==> src/bcpr_pkg.sv <==
// Package for the banded current PWM regulator: field widths, payload
// structs, register indexes and regulation thresholds.
// No dependencies.
package bcpr_pkg;

  // Field widths
  localparam int unsigned SampleBits = 12;
  localparam int unsigned DutyBits   = 16;
  localparam int unsigned PeriodBits = 8;
  localparam int unsigned CfgIdxBits = 8;
  localparam int unsigned CfgDatBits = 16;

  // Compare width: holds every sample and every threshold
  localparam int unsigned CmpBits = 17;

  typedef logic [CmpBits-1:0] cmp_t;

  // Configuration register indexes
  localparam logic [CfgIdxBits-1:0] RegEnable      = 8'd0;
  localparam logic [CfgIdxBits-1:0] RegStepPeriod  = 8'd1;
  localparam logic [CfgIdxBits-1:0] RegDutyMax     = 8'd2;
  localparam logic [CfgIdxBits-1:0] RegDutyInitial = 8'd3;

  // Register reset values
  localparam logic [PeriodBits-1:0] StepPeriodRst  = 8'd10;
  localparam logic [DutyBits-1:0]   DutyMaxRst     = 16'd1000;
  localparam logic [DutyBits-1:0]   DutyInitialRst = 16'd0;

  // Voltage band edges
  localparam cmp_t VoltBandLow  = 17'd150;
  localparam cmp_t VoltBandHigh = 17'd250;

  // Current windows per band
  localparam cmp_t AmpLoBand0 = 17'd210;
  localparam cmp_t AmpHiBand0 = 17'd230;
  localparam cmp_t AmpLoBand1 = 17'd300;
  localparam cmp_t AmpHiBand1 = 17'd320;
  localparam cmp_t AmpLoBand2 = 17'd340;
  localparam cmp_t AmpHiBand2 = 17'd360;

  // Overcurrent cut level at zero duty
  localparam cmp_t AmpCutLevel = 17'd600;

  typedef struct packed {
    logic [SampleBits-1:0] volt_sample;
    logic [SampleBits-1:0] amp_sample;
  } in_item_t;

  typedef struct packed {
    logic                power_on;
    logic                pwm_running;
    logic [DutyBits-1:0] duty;
    logic                step_done;
  } out_item_t;

endpackage

==> src/banded_current_pwm_regulator_core.sv <==
// Banded current PWM regulator core: tick prescaler, band/window select,
// duty up/down stepping and power cut. Depends on bcpr_pkg.
//
// Path: a transferred tick is captured in the input register, then the
// regulation logic writes its result into the result register.
// Throughput: one tick per cycle; the input register refills whenever the
// result register is empty or being taken downstream.
// Reset: asynchronous, active low; clears prescaler, duty, power and PWM
// flags and loads the configuration registers with their defaults.
module banded_current_pwm_regulator_core (
  input  logic                           clk_i,
  input  logic                           rst_ni,
  // Tick input channel
  input  logic                           in_valid_i,
  output logic                           in_stall_o,
  input  bcpr_pkg::in_item_t             in_data_i,
  // Result channel
  output logic                           out_valid_o,
  input  logic                           out_stall_i,
  output bcpr_pkg::out_item_t            out_data_o,
  // Configuration write channel
  input  logic                           cfg_valid_i,
  output logic                           cfg_ready_o,
  input  logic [bcpr_pkg::CfgIdxBits-1:0] cfg_index_i,
  input  logic [bcpr_pkg::CfgDatBits-1:0] cfg_data_i
);

  // Configuration registers
  logic                              enable_q;
  logic [bcpr_pkg::PeriodBits-1:0]   step_period_q;
  logic [bcpr_pkg::DutyBits-1:0]     duty_max_q;
  logic [bcpr_pkg::DutyBits-1:0]     duty_initial_q;

  // Regulator state
  logic [bcpr_pkg::PeriodBits-1:0]   tick_q, tick_d;
  logic [bcpr_pkg::DutyBits-1:0]     duty_q, duty_d;
  logic                              power_q, power_d;
  logic                              pwm_q, pwm_d;
  logic                              done_d;

  // Pipeline registers
  logic                              in_valid_q;
  bcpr_pkg::in_item_t                in_item_q;
  logic                              out_valid_q;
  bcpr_pkg::out_item_t               out_item_q;

  logic                              in_xfer;
  logic                              advance;
  bcpr_pkg::cmp_t                    volt;
  bcpr_pkg::cmp_t                    amp;
  bcpr_pkg::cmp_t                    win_lo;
  bcpr_pkg::cmp_t                    win_hi;
  logic [bcpr_pkg::DutyBits-1:0]     duty_up;

  // Handshake: stage 1 moves on when the result slot is free or emptying
  assign advance     = in_valid_q && !(out_valid_q && out_stall_i);
  assign in_stall_o  = in_valid_q && !advance;
  assign in_xfer     = in_valid_i && !in_stall_o;
  assign out_valid_o = out_valid_q;
  assign out_data_o  = out_item_q;
  assign cfg_ready_o = 1'b1;

  // Configuration writes, truncated to each register's width
  always_ff @(posedge clk_i or negedge rst_ni) begin
    if (!rst_ni) begin
      enable_q       <= 1'b0;
      step_period_q  <= bcpr_pkg::StepPeriodRst;
      duty_max_q     <= bcpr_pkg::DutyMaxRst;
      duty_initial_q <= bcpr_pkg::DutyInitialRst;
    end else if (cfg_valid_i && cfg_ready_o) begin
      case (cfg_index_i)
        bcpr_pkg::RegEnable:      enable_q       <= cfg_data_i[0];
        bcpr_pkg::RegStepPeriod:  step_period_q  <= cfg_data_i[bcpr_pkg::PeriodBits-1:0];
        bcpr_pkg::RegDutyMax:     duty_max_q     <= cfg_data_i[bcpr_pkg::DutyBits-1:0];
        bcpr_pkg::RegDutyInitial: duty_initial_q <= cfg_data_i[bcpr_pkg::DutyBits-1:0];
        default: ;
      endcase
    end
  end

  // Samples widened for threshold compares
  assign volt = bcpr_pkg::cmp_t'(in_item_q.volt_sample);
  assign amp  = bcpr_pkg::cmp_t'(in_item_q.amp_sample);

  // Voltage band picks the current window
  always_comb begin
    if (volt < bcpr_pkg::VoltBandLow) begin
      win_lo = bcpr_pkg::AmpLoBand0;
      win_hi = bcpr_pkg::AmpHiBand0;
    end else if (volt < bcpr_pkg::VoltBandHigh) begin
      win_lo = bcpr_pkg::AmpLoBand1;
      win_hi = bcpr_pkg::AmpHiBand1;
    end else begin
      win_lo = bcpr_pkg::AmpLoBand2;
      win_hi = bcpr_pkg::AmpHiBand2;
    end
  end

  // Prescaler and control step
  always_comb begin
    tick_d  = tick_q;
    duty_d  = duty_q;
    power_d = power_q;
    pwm_d   = pwm_q;
    done_d  = 1'b0;
    duty_up = duty_q;

    if (tick_q < step_period_q) begin
      tick_d = tick_q + 1'b1;
    end

    if (tick_d >= step_period_q) begin
      tick_d = '0;
      done_d = 1'b1;
      if (!enable_q) begin
        power_d = 1'b0;
        pwm_d   = 1'b0;
        duty_d  = duty_initial_q;
      end else begin
        power_d = 1'b1;
        pwm_d   = 1'b1;
        // count up below the window, saturating at duty_max
        if (amp < win_lo && duty_q < duty_max_q) begin
          duty_up = duty_q + 1'b1;
        end
        duty_d = duty_up;
        // count down above the window, saturating at zero
        if (amp > win_hi && duty_up != '0) begin
          duty_d = duty_up - 1'b1;
        end
        // overcurrent at zero duty: cut power until next step
        if (duty_d == '0 && amp > bcpr_pkg::AmpCutLevel) begin
          power_d = 1'b0;
        end
      end
    end
  end

  // Regulator state, updated once per processed tick
  always_ff @(posedge clk_i or negedge rst_ni) begin
    if (!rst_ni) begin
      tick_q  <= '0;
      duty_q  <= bcpr_pkg::DutyInitialRst;
      power_q <= 1'b0;
      pwm_q   <= 1'b0;
    end else if (advance) begin
      tick_q  <= tick_d;
      duty_q  <= duty_d;
      power_q <= power_d;
      pwm_q   <= pwm_d;
    end
  end

  // Input register control
  always_ff @(posedge clk_i or negedge rst_ni) begin
    if (!rst_ni) begin
      in_valid_q <= 1'b0;
    end else if (in_xfer) begin
      in_valid_q <= 1'b1;
    end else if (advance) begin
      in_valid_q <= 1'b0;
    end
  end

  // Input register payload
  always_ff @(posedge clk_i) begin
    if (in_xfer) begin
      in_item_q <= in_data_i;
    end
  end

  // Result register control
  always_ff @(posedge clk_i or negedge rst_ni) begin
    if (!rst_ni) begin
      out_valid_q <= 1'b0;
    end else if (advance) begin
      out_valid_q <= 1'b1;
    end else if (!out_stall_i) begin
      out_valid_q <= 1'b0;
    end
  end

  // Result register payload
  always_ff @(posedge clk_i) begin
    if (advance) begin
      out_item_q.power_on    <= power_d;
      out_item_q.pwm_running <= pwm_d;
      out_item_q.duty        <= duty_d;
      out_item_q.step_done   <= done_d;
    end
  end

endmodule

==> config.mk <==
export PLATFORM = sky130hd
export DESIGN_NAME = banded_current_pwm_regulator_core
export DESIGN_NICKNAME = d
export VERILOG_FILES = /design/src/bcpr_pkg.sv /design/src/banded_current_pwm_regulator_core.sv
export SDC_FILE = /design/constraint.sdc
export NUM_CORES = 1
export LEC_CHECK = 0
export BUFFER_PORTS_ARGS = -buffer_cell sky130_fd_sc_hd__buf_2
export CAP_MARGIN = 30
export CORE_UTILIZATION = 35
export CTS_CLUSTER_SIZE = 25
export DETAILED_ROUTE_END_ITERATION = 6
export PLACE_DENSITY = 0.64
export SYNTH_ARGS = -nofsm -noshare
export SYNTH_HDL_FRONTEND = slang
export SYNTH_SLANG_ARGS = --single-unit
export TNS_END_PERCENT = 1
==> constraint.sdc <==
create_clock -name clk_i -period 7 [get_ports clk_i]
set_clock_uncertainty 0.1 [all_clocks]
set_input_delay 1.4 -clock clk_i [delete_from_list [all_inputs] [get_ports clk_i]]
set_output_delay 1.4 -clock clk_i [all_outputs]
set_load 0.1 [all_outputs]
# Word-level counts from Yosys, hierarchy flattened
# Cells that the tools add are included.
[classes] add_sub_neg=3 order_cmp=8 eq_ne=4 muxes=24 n_reduce_logical=18
[op_table] op="$mux W16" n=8
[op_table] op="$lt A12 B8 Y1 const B" n=2
[op_table] op="$mux W9" n=2
[op_table] op="$gt A12 B17 Y1" n=1
[op_table] op="$lt A12 B17 Y1" n=1
[op_table] op="$add A16 B1 Y16 const B" n=1
[op_table] op="$eq A8 B2 Y1 const B" n=2
[op_table] op="$logic_not A16 Y1" n=1
[op_table] op="$lt A16 B16 Y1" n=1
[op_table] op="$mux W8" n=2
[op_table] op="$reduce_bool A16 Y1" n=1
[op_table] op="$sub A16 B1 Y16 const B" n=1
[op_table] op="$gt A12 B10 Y1 const B" n=1
[op_table] op="$mux W1" n=10
[op_table] op="$add A8 B1 Y8 const B" n=1
[op_table] op="$eq A8 B1 Y1 const B" n=1
[op_table] op="$ge A8 B8 Y1" n=1
[op_table] op="$logic_not A8 Y1" n=1
[op_table] op="$lt A8 B8 Y1" n=1
[op_table] op="$reduce_and A2 Y1" n=4
[op_table] op="$logic_and A1 B1 Y1" n=7
[op_table] op="$mux W7" n=1
[op_table] op="$mux W6" n=1
[op_table] op="$logic_not A1 Y1" n=3
[op_table] op="other kinds (2)" n=2
[totals] ff_bits=112 output_inout_bits=22 wordCells=73

# Logic depth before layout (Yosys ltp)
[depth] depth_word=18 ltp_mapped=24 ltp_nobuf=23

# Worst setup path after synthesis
# No wires, ideal clock.
[synth_timing] path_type="register to register" from="register in_item_q[13] (netlist name)" to="register out_item_q, in the netlist out_data_o[18] (data pin)" t_arrival_ns=4.926 setup_slack_ns=1.717 path_stages_with_launch=21 synth_period_minus_slack_ns=5.283 cell_sequence="edfxtp_1 > a21oi_1 > nor2b_1 > o31ai_1 > nand2_1 > inv_1 > ha_1 > a211o_1 > or3_1 > buf_6 > nor3_4 > mux2i_1 > ha_1 > and2_1 > a22oi_1 > or3_4 > a2111oi_4 > xnor2_1 > or4b_1 > and4b_1 > o21ai_1"
[synth_between] elab_chain_len=18
[synth_lines] element="start: declaration" line_no="banded_current_pwm_regulator_core.sv:43" text="bcpr_pkg::in_item_t in_item_q;"
[synth_lines] element="start signal: assignment" line_no="banded_current_pwm_regulator_core.sv:168" text="in_item_q <= in_data_i;"
[synth_lines] element="branches (longest 10 deep; another with $lt A12 B17 Y1)"
[synth_lines] element="$mux W16 (*)" line_no="banded_current_pwm_regulator_core.sv:128" text="if (amp > win_hi && duty_up != '0) begin"
[synth_lines] element="$mux W16 (*)" line_no="banded_current_pwm_regulator_core.sv:115" text="if (!enable_q) begin"
[synth_lines] element="$mux W16 (*)" line_no="banded_current_pwm_regulator_core.sv:112" text="if (tick_d >= step_period_q) begin"
[synth_lines] element="$logic_not A16 Y1 (*)" line_no="banded_current_pwm_regulator_core.sv:132" text="if (duty_d == '0 && amp > bcpr_pkg::AmpCutLevel) begin"
[synth_lines] element="$logic_and A1 B1 Y1 (*)" line_no="banded_current_pwm_regulator_core.sv:132"
[synth_lines] element="$mux W1 (*)" line_no="banded_current_pwm_regulator_core.sv:132"
[synth_lines] element="$mux W1 (*)" line_no="banded_current_pwm_regulator_core.sv:115"
[synth_lines] element="$mux W1 (*)" line_no="banded_current_pwm_regulator_core.sv:112"
[synth_lines] element="named net power_d" line_no="banded_current_pwm_regulator_core.sv:37" text="logic power_q, power_d;"
[synth_lines] element="end: declaration" line_no="banded_current_pwm_regulator_core.sv:45" text="bcpr_pkg::out_item_t out_item_q;"
# Mark *: on every way through the listed nets, which the timed path passes. The select of a mux whose other input is x is not followed.
# A chain may end at the register's enable or synchronous reset.

# Worst setup path in the final report
[layout_timing] from="register in_item_q[22] (netlist name)" to="register out_item_q, in the netlist out_data_o[18] (data pin)"
# The elaborated chain is that of the path after synthesis.

==> run_results.csv <==
group,metric,value,unit
setup_path,cp_slowest_stage_delay,530,ps
timing,rsz0062_at_grt,"false",
min_path,hold_class,"register to register",
power,vdd_drop_max,0.199,mV
final_layout,layout_commonest_cell,"nand2_1",
setup_path,cp_max_fo,8,
min_path,worstHoldStart,"power_q",
detailed_routing,post-route-drc-count,0,
synth,yosysTopAreaCell,"dfrtp_1",
setup_path,crit_chain,"nor4_1, o21ai_0, nor2_1, ha_1, a21oi_1, o21ai_1, or3_1, nor3_4, mux2i_1, ha_1, and2_1, a22oi_1, or3_4, a2111oi_4, xnor2_1, or4b_1, and4b_1, o21ai_1",
detailed_routing,first_pass_iters,5,
timing,slew_viol_final,0,
placement,globalplace.congestion,0.893,
final_layout,antennaDiodeCount,0,
synth,synth_cells,703,
die,die_area,0.0206,sq mm
timing,post-route-period-util,0.849,
global_routing,grtUsageTotal,0.172,
run,maxCapViolCount,0,
synth,synthArstFlopShare,0.622,
synth,yosysSeqAreaShare,0.427,
clocking,cts.path.max_buffers,2,
synth,ys_warn_count,0,
detailed_routing,drt-total-wl,16400,um
detailed_routing,drt-initial-drc-count,334,
setup_path,cp.required,7010,ps
detailed_routing,antenna_left,0,
detailed_routing,wl_met1,7950,um
setup_path,r2r_start,"in_item_q[22]",
power,p_per_area,334,mW/mm^2
clocking,cts_resized,0,
final_layout,syn2layout_area_growth,13.0,%
final_layout,fillers,1909,
die,start_util,0.358,
clocking,postCtsHoldBufs,0,
synth,synth_flop_cell,"dfrtp_1",
global_routing,antenna_found_initial,0,
run_status,status,"finished clean",
setup_path,crit_family,"simple AND/OR/NAND/NOR gates",
setup_path,r2r_end,"out_data_o[18]",
final_layout,layout.nets,862,
setup_path,cp_slowest_cell,"or4b_1",
die,die_x,144,um
timing,slew_headroom,0.270,
synth,synth_fp_nets,801,
timing,setup_viol,0,
die,rows,51,
setup_path,reg2reg_depth,18,
global_routing,overflow,0,
detailed_routing,route.vias.total,5472,
clocking,path_clk_slew,70,ps
setup_path,cp_data_arrival_time,5950,ps
synth,yosysTopAreaCellShare,0.217,
placement,dp_hpwl,12500,um
timing,fin_ws,1060,ps
power,p_leak,3.43,nW
timing,worstMarginPinSlew,1070,ps
final_layout,drive_gt1_frac,0.216,
setup_path,crit_buf_inv,0,
timing,layout_min_cycle_time,5940,ps
global_routing,grt_first_pass_wirelength,27100,um
detailed_routing,top_layer,"met4",
min_path,min_path_cells,2,
setup_path,rrSetupSlack,1060,ps
clocking,root_buffer,"clkbuf_16",
synth,ys_seq_elements,111,
die,fp.dieH,144,um
global_routing,grt_max_degree,70,
synth,synth_edf_count,42,
synth,yosysUniqueCellTypes,75,
clocking,clock_sink_count,111,
final_layout,final_cell_mix,"nand2_1 (76), buf_2 (72), dfrtp_1 (61)",
setup_path,endpoint_kind,"register",
min_path,worstHoldEndpoint,"power_q",
synth,syn_area_per_cell,9.99,sq um
placement,io_buffers,72,
placement,dp_slack,1060,ps
clocking,post_cts_buffers,0,
global_routing,grt_pass1_vias,5193,
detailed_routing,vias_per_cell,5.29,
timing,timing.fmax,0.168,GHz
die,core_area,0.0196,sq mm
setup_path,path_class,"register to register",
timing,fin_setup_tns,0,ps
synth,syn_area,0.00702,sq mm
die,io_pins,75,
detailed_routing,routedWlPerCell,15.9,um
detailed_routing,routed-wl-met2,7530,um
clocking,cts_buffers,9,
setup_path,setup.worst_path.start_class,"register",
timing,hold_viol_final,0,
clocking,clock_latency,360,ps
synth,synth.area.top_cells,"dfrtp_1 (22%), edfxtp_1 (18%), ha_1 (8.0%), mux2_2 (6.4%), nand2_1 (4.1%)",
clocking,cts_tree,"yes",
detailed_routing,wl_met3,608,um
clocking,cts_max_level,3,
## Yosys cell counts (all sizes together) (3+ instances only)
| cell | number |
|---|---|
| a2111oi | 6 |
| a211o | 3 |
| a211oi | 6 |
| a21boi | 3 |
| a21o | 17 |
| a21oi | 35 |
| a31oi | 6 |
| and2 | 7 |
| and3 | 6 |
| buf | 8 |
| clkbuf | 22 |
| dfrtp | 61 |
| dfstp | 8 |
| edfxtp | 42 |
| ha | 45 |
| inv | 31 |
| mux2 | 40 |
| mux2i | 14 |
| nand2 | 76 |
| nand2b | 7 |
| nand3 | 23 |
| nand4 | 17 |
| nor2 | 34 |
| nor2b | 5 |
| nor3 | 22 |
| nor4 | 9 |
| o21a | 5 |
| o21ai | 47 |
| o21bai | 3 |
| o31ai | 8 |
| or2 | 6 |
| or3 | 5 |
| xnor2 | 25 |
| xor2 | 16 |
## cell type report
| cell class | count | area, sq um | share of cell area |
|---|---|---|---|
| multi-input combinational | 529 | 3770 | 0.475 |
| inverter | 33 | 124 | 0.0156 |
| timing repair buffer | 80 | 428 | 0.0539 |
| tap | 265 | 332 | 0.0418 |
| clock buffer | 9 | 225 | 0.0284 |
| clock inverter | 7 | 61.3 | 0.00773 |
| sequential | 111 | 3000 | 0.378 |
## tightest hold or removal path: stages (launching register included)
cell and delay [ps]:
dfrtp_1 360, nand2_1 50, o31ai_1 50
## sequential cells by signal, summed over array words and instances, names as in the netlist
name            flops
out_valid_o         1
in_item_q          11
power_q             1
amp                12
duty_q             16
enable_q            1
tick_q              8
step_period_q       8
in_valid_q          1
duty_initial_q     16
duty_max_q         16
pwm_q               1
out_data_o         19
## worst max path at each step
stage,from,end,depth (start not counted)
2_1_floorplan,in_item_q[13],out_data_o[18],20
3_3_place_gp,in_item_q[22],out_data_o[18],18
3_5_place_dp,in_item_q[22],out_data_o[18],18
4_1_cts,in_item_q[22],out_data_o[18],18
5_1_grt,in_item_q[13],out_data_o[18],19
6_report,in_item_q[22],out_data_o[18],18
## routing by layer
layer	vias up	GRT usage
met5	-	0
met4	0	0.0582
met3	18	0.0303
met2	145	0.282
met1	2616	0.228
li1	2693	-
## power breakdown
group	switching, mW	internal [mW]
sequential	0.138	0.807
combinational	0.804	0.398
clock	0.251	0.249
total	1.19	1.45
## stage by stage
stage	power (mW)	cells	util	hold slack [ps]	cell area, sq um
2_1_floorplan	1.89	703	-	348	7020
3_3_place_gp	2.14	1016	0.389	375	7620
3_5_place_dp	2.15	1017	0.390	379	7640
4_1_cts	2.66	1033	0.405	396	7930
5_1_grt	2.82	1034	0.405	428	7930
6_report	2.65	1034	0.405	394	7930
## logic make-up (layout without fill, tap and decap cells)
| group | count (synthesis) | after routing | synth area share |
|---|---|---|---|
| xor gates and xnor gates | 41 | 41 | 0.0511 |
| other | 1 | 1 | 0.000534 |
| DFF | 111 | 111 | 0.427 |
| buffers and inverters | 63 | 129 | 0.0371 |
| and+or+nand+nor | 230 | 230 | 0.170 |
| AOI/OAI and AO/OA | 158 | 158 | 0.150 |
| adders and majority gates | 45 | 45 | 0.0802 |
| muxes | 54 | 54 | 0.0841 |
No activity file was read; power rests on OpenSTA's default activity.
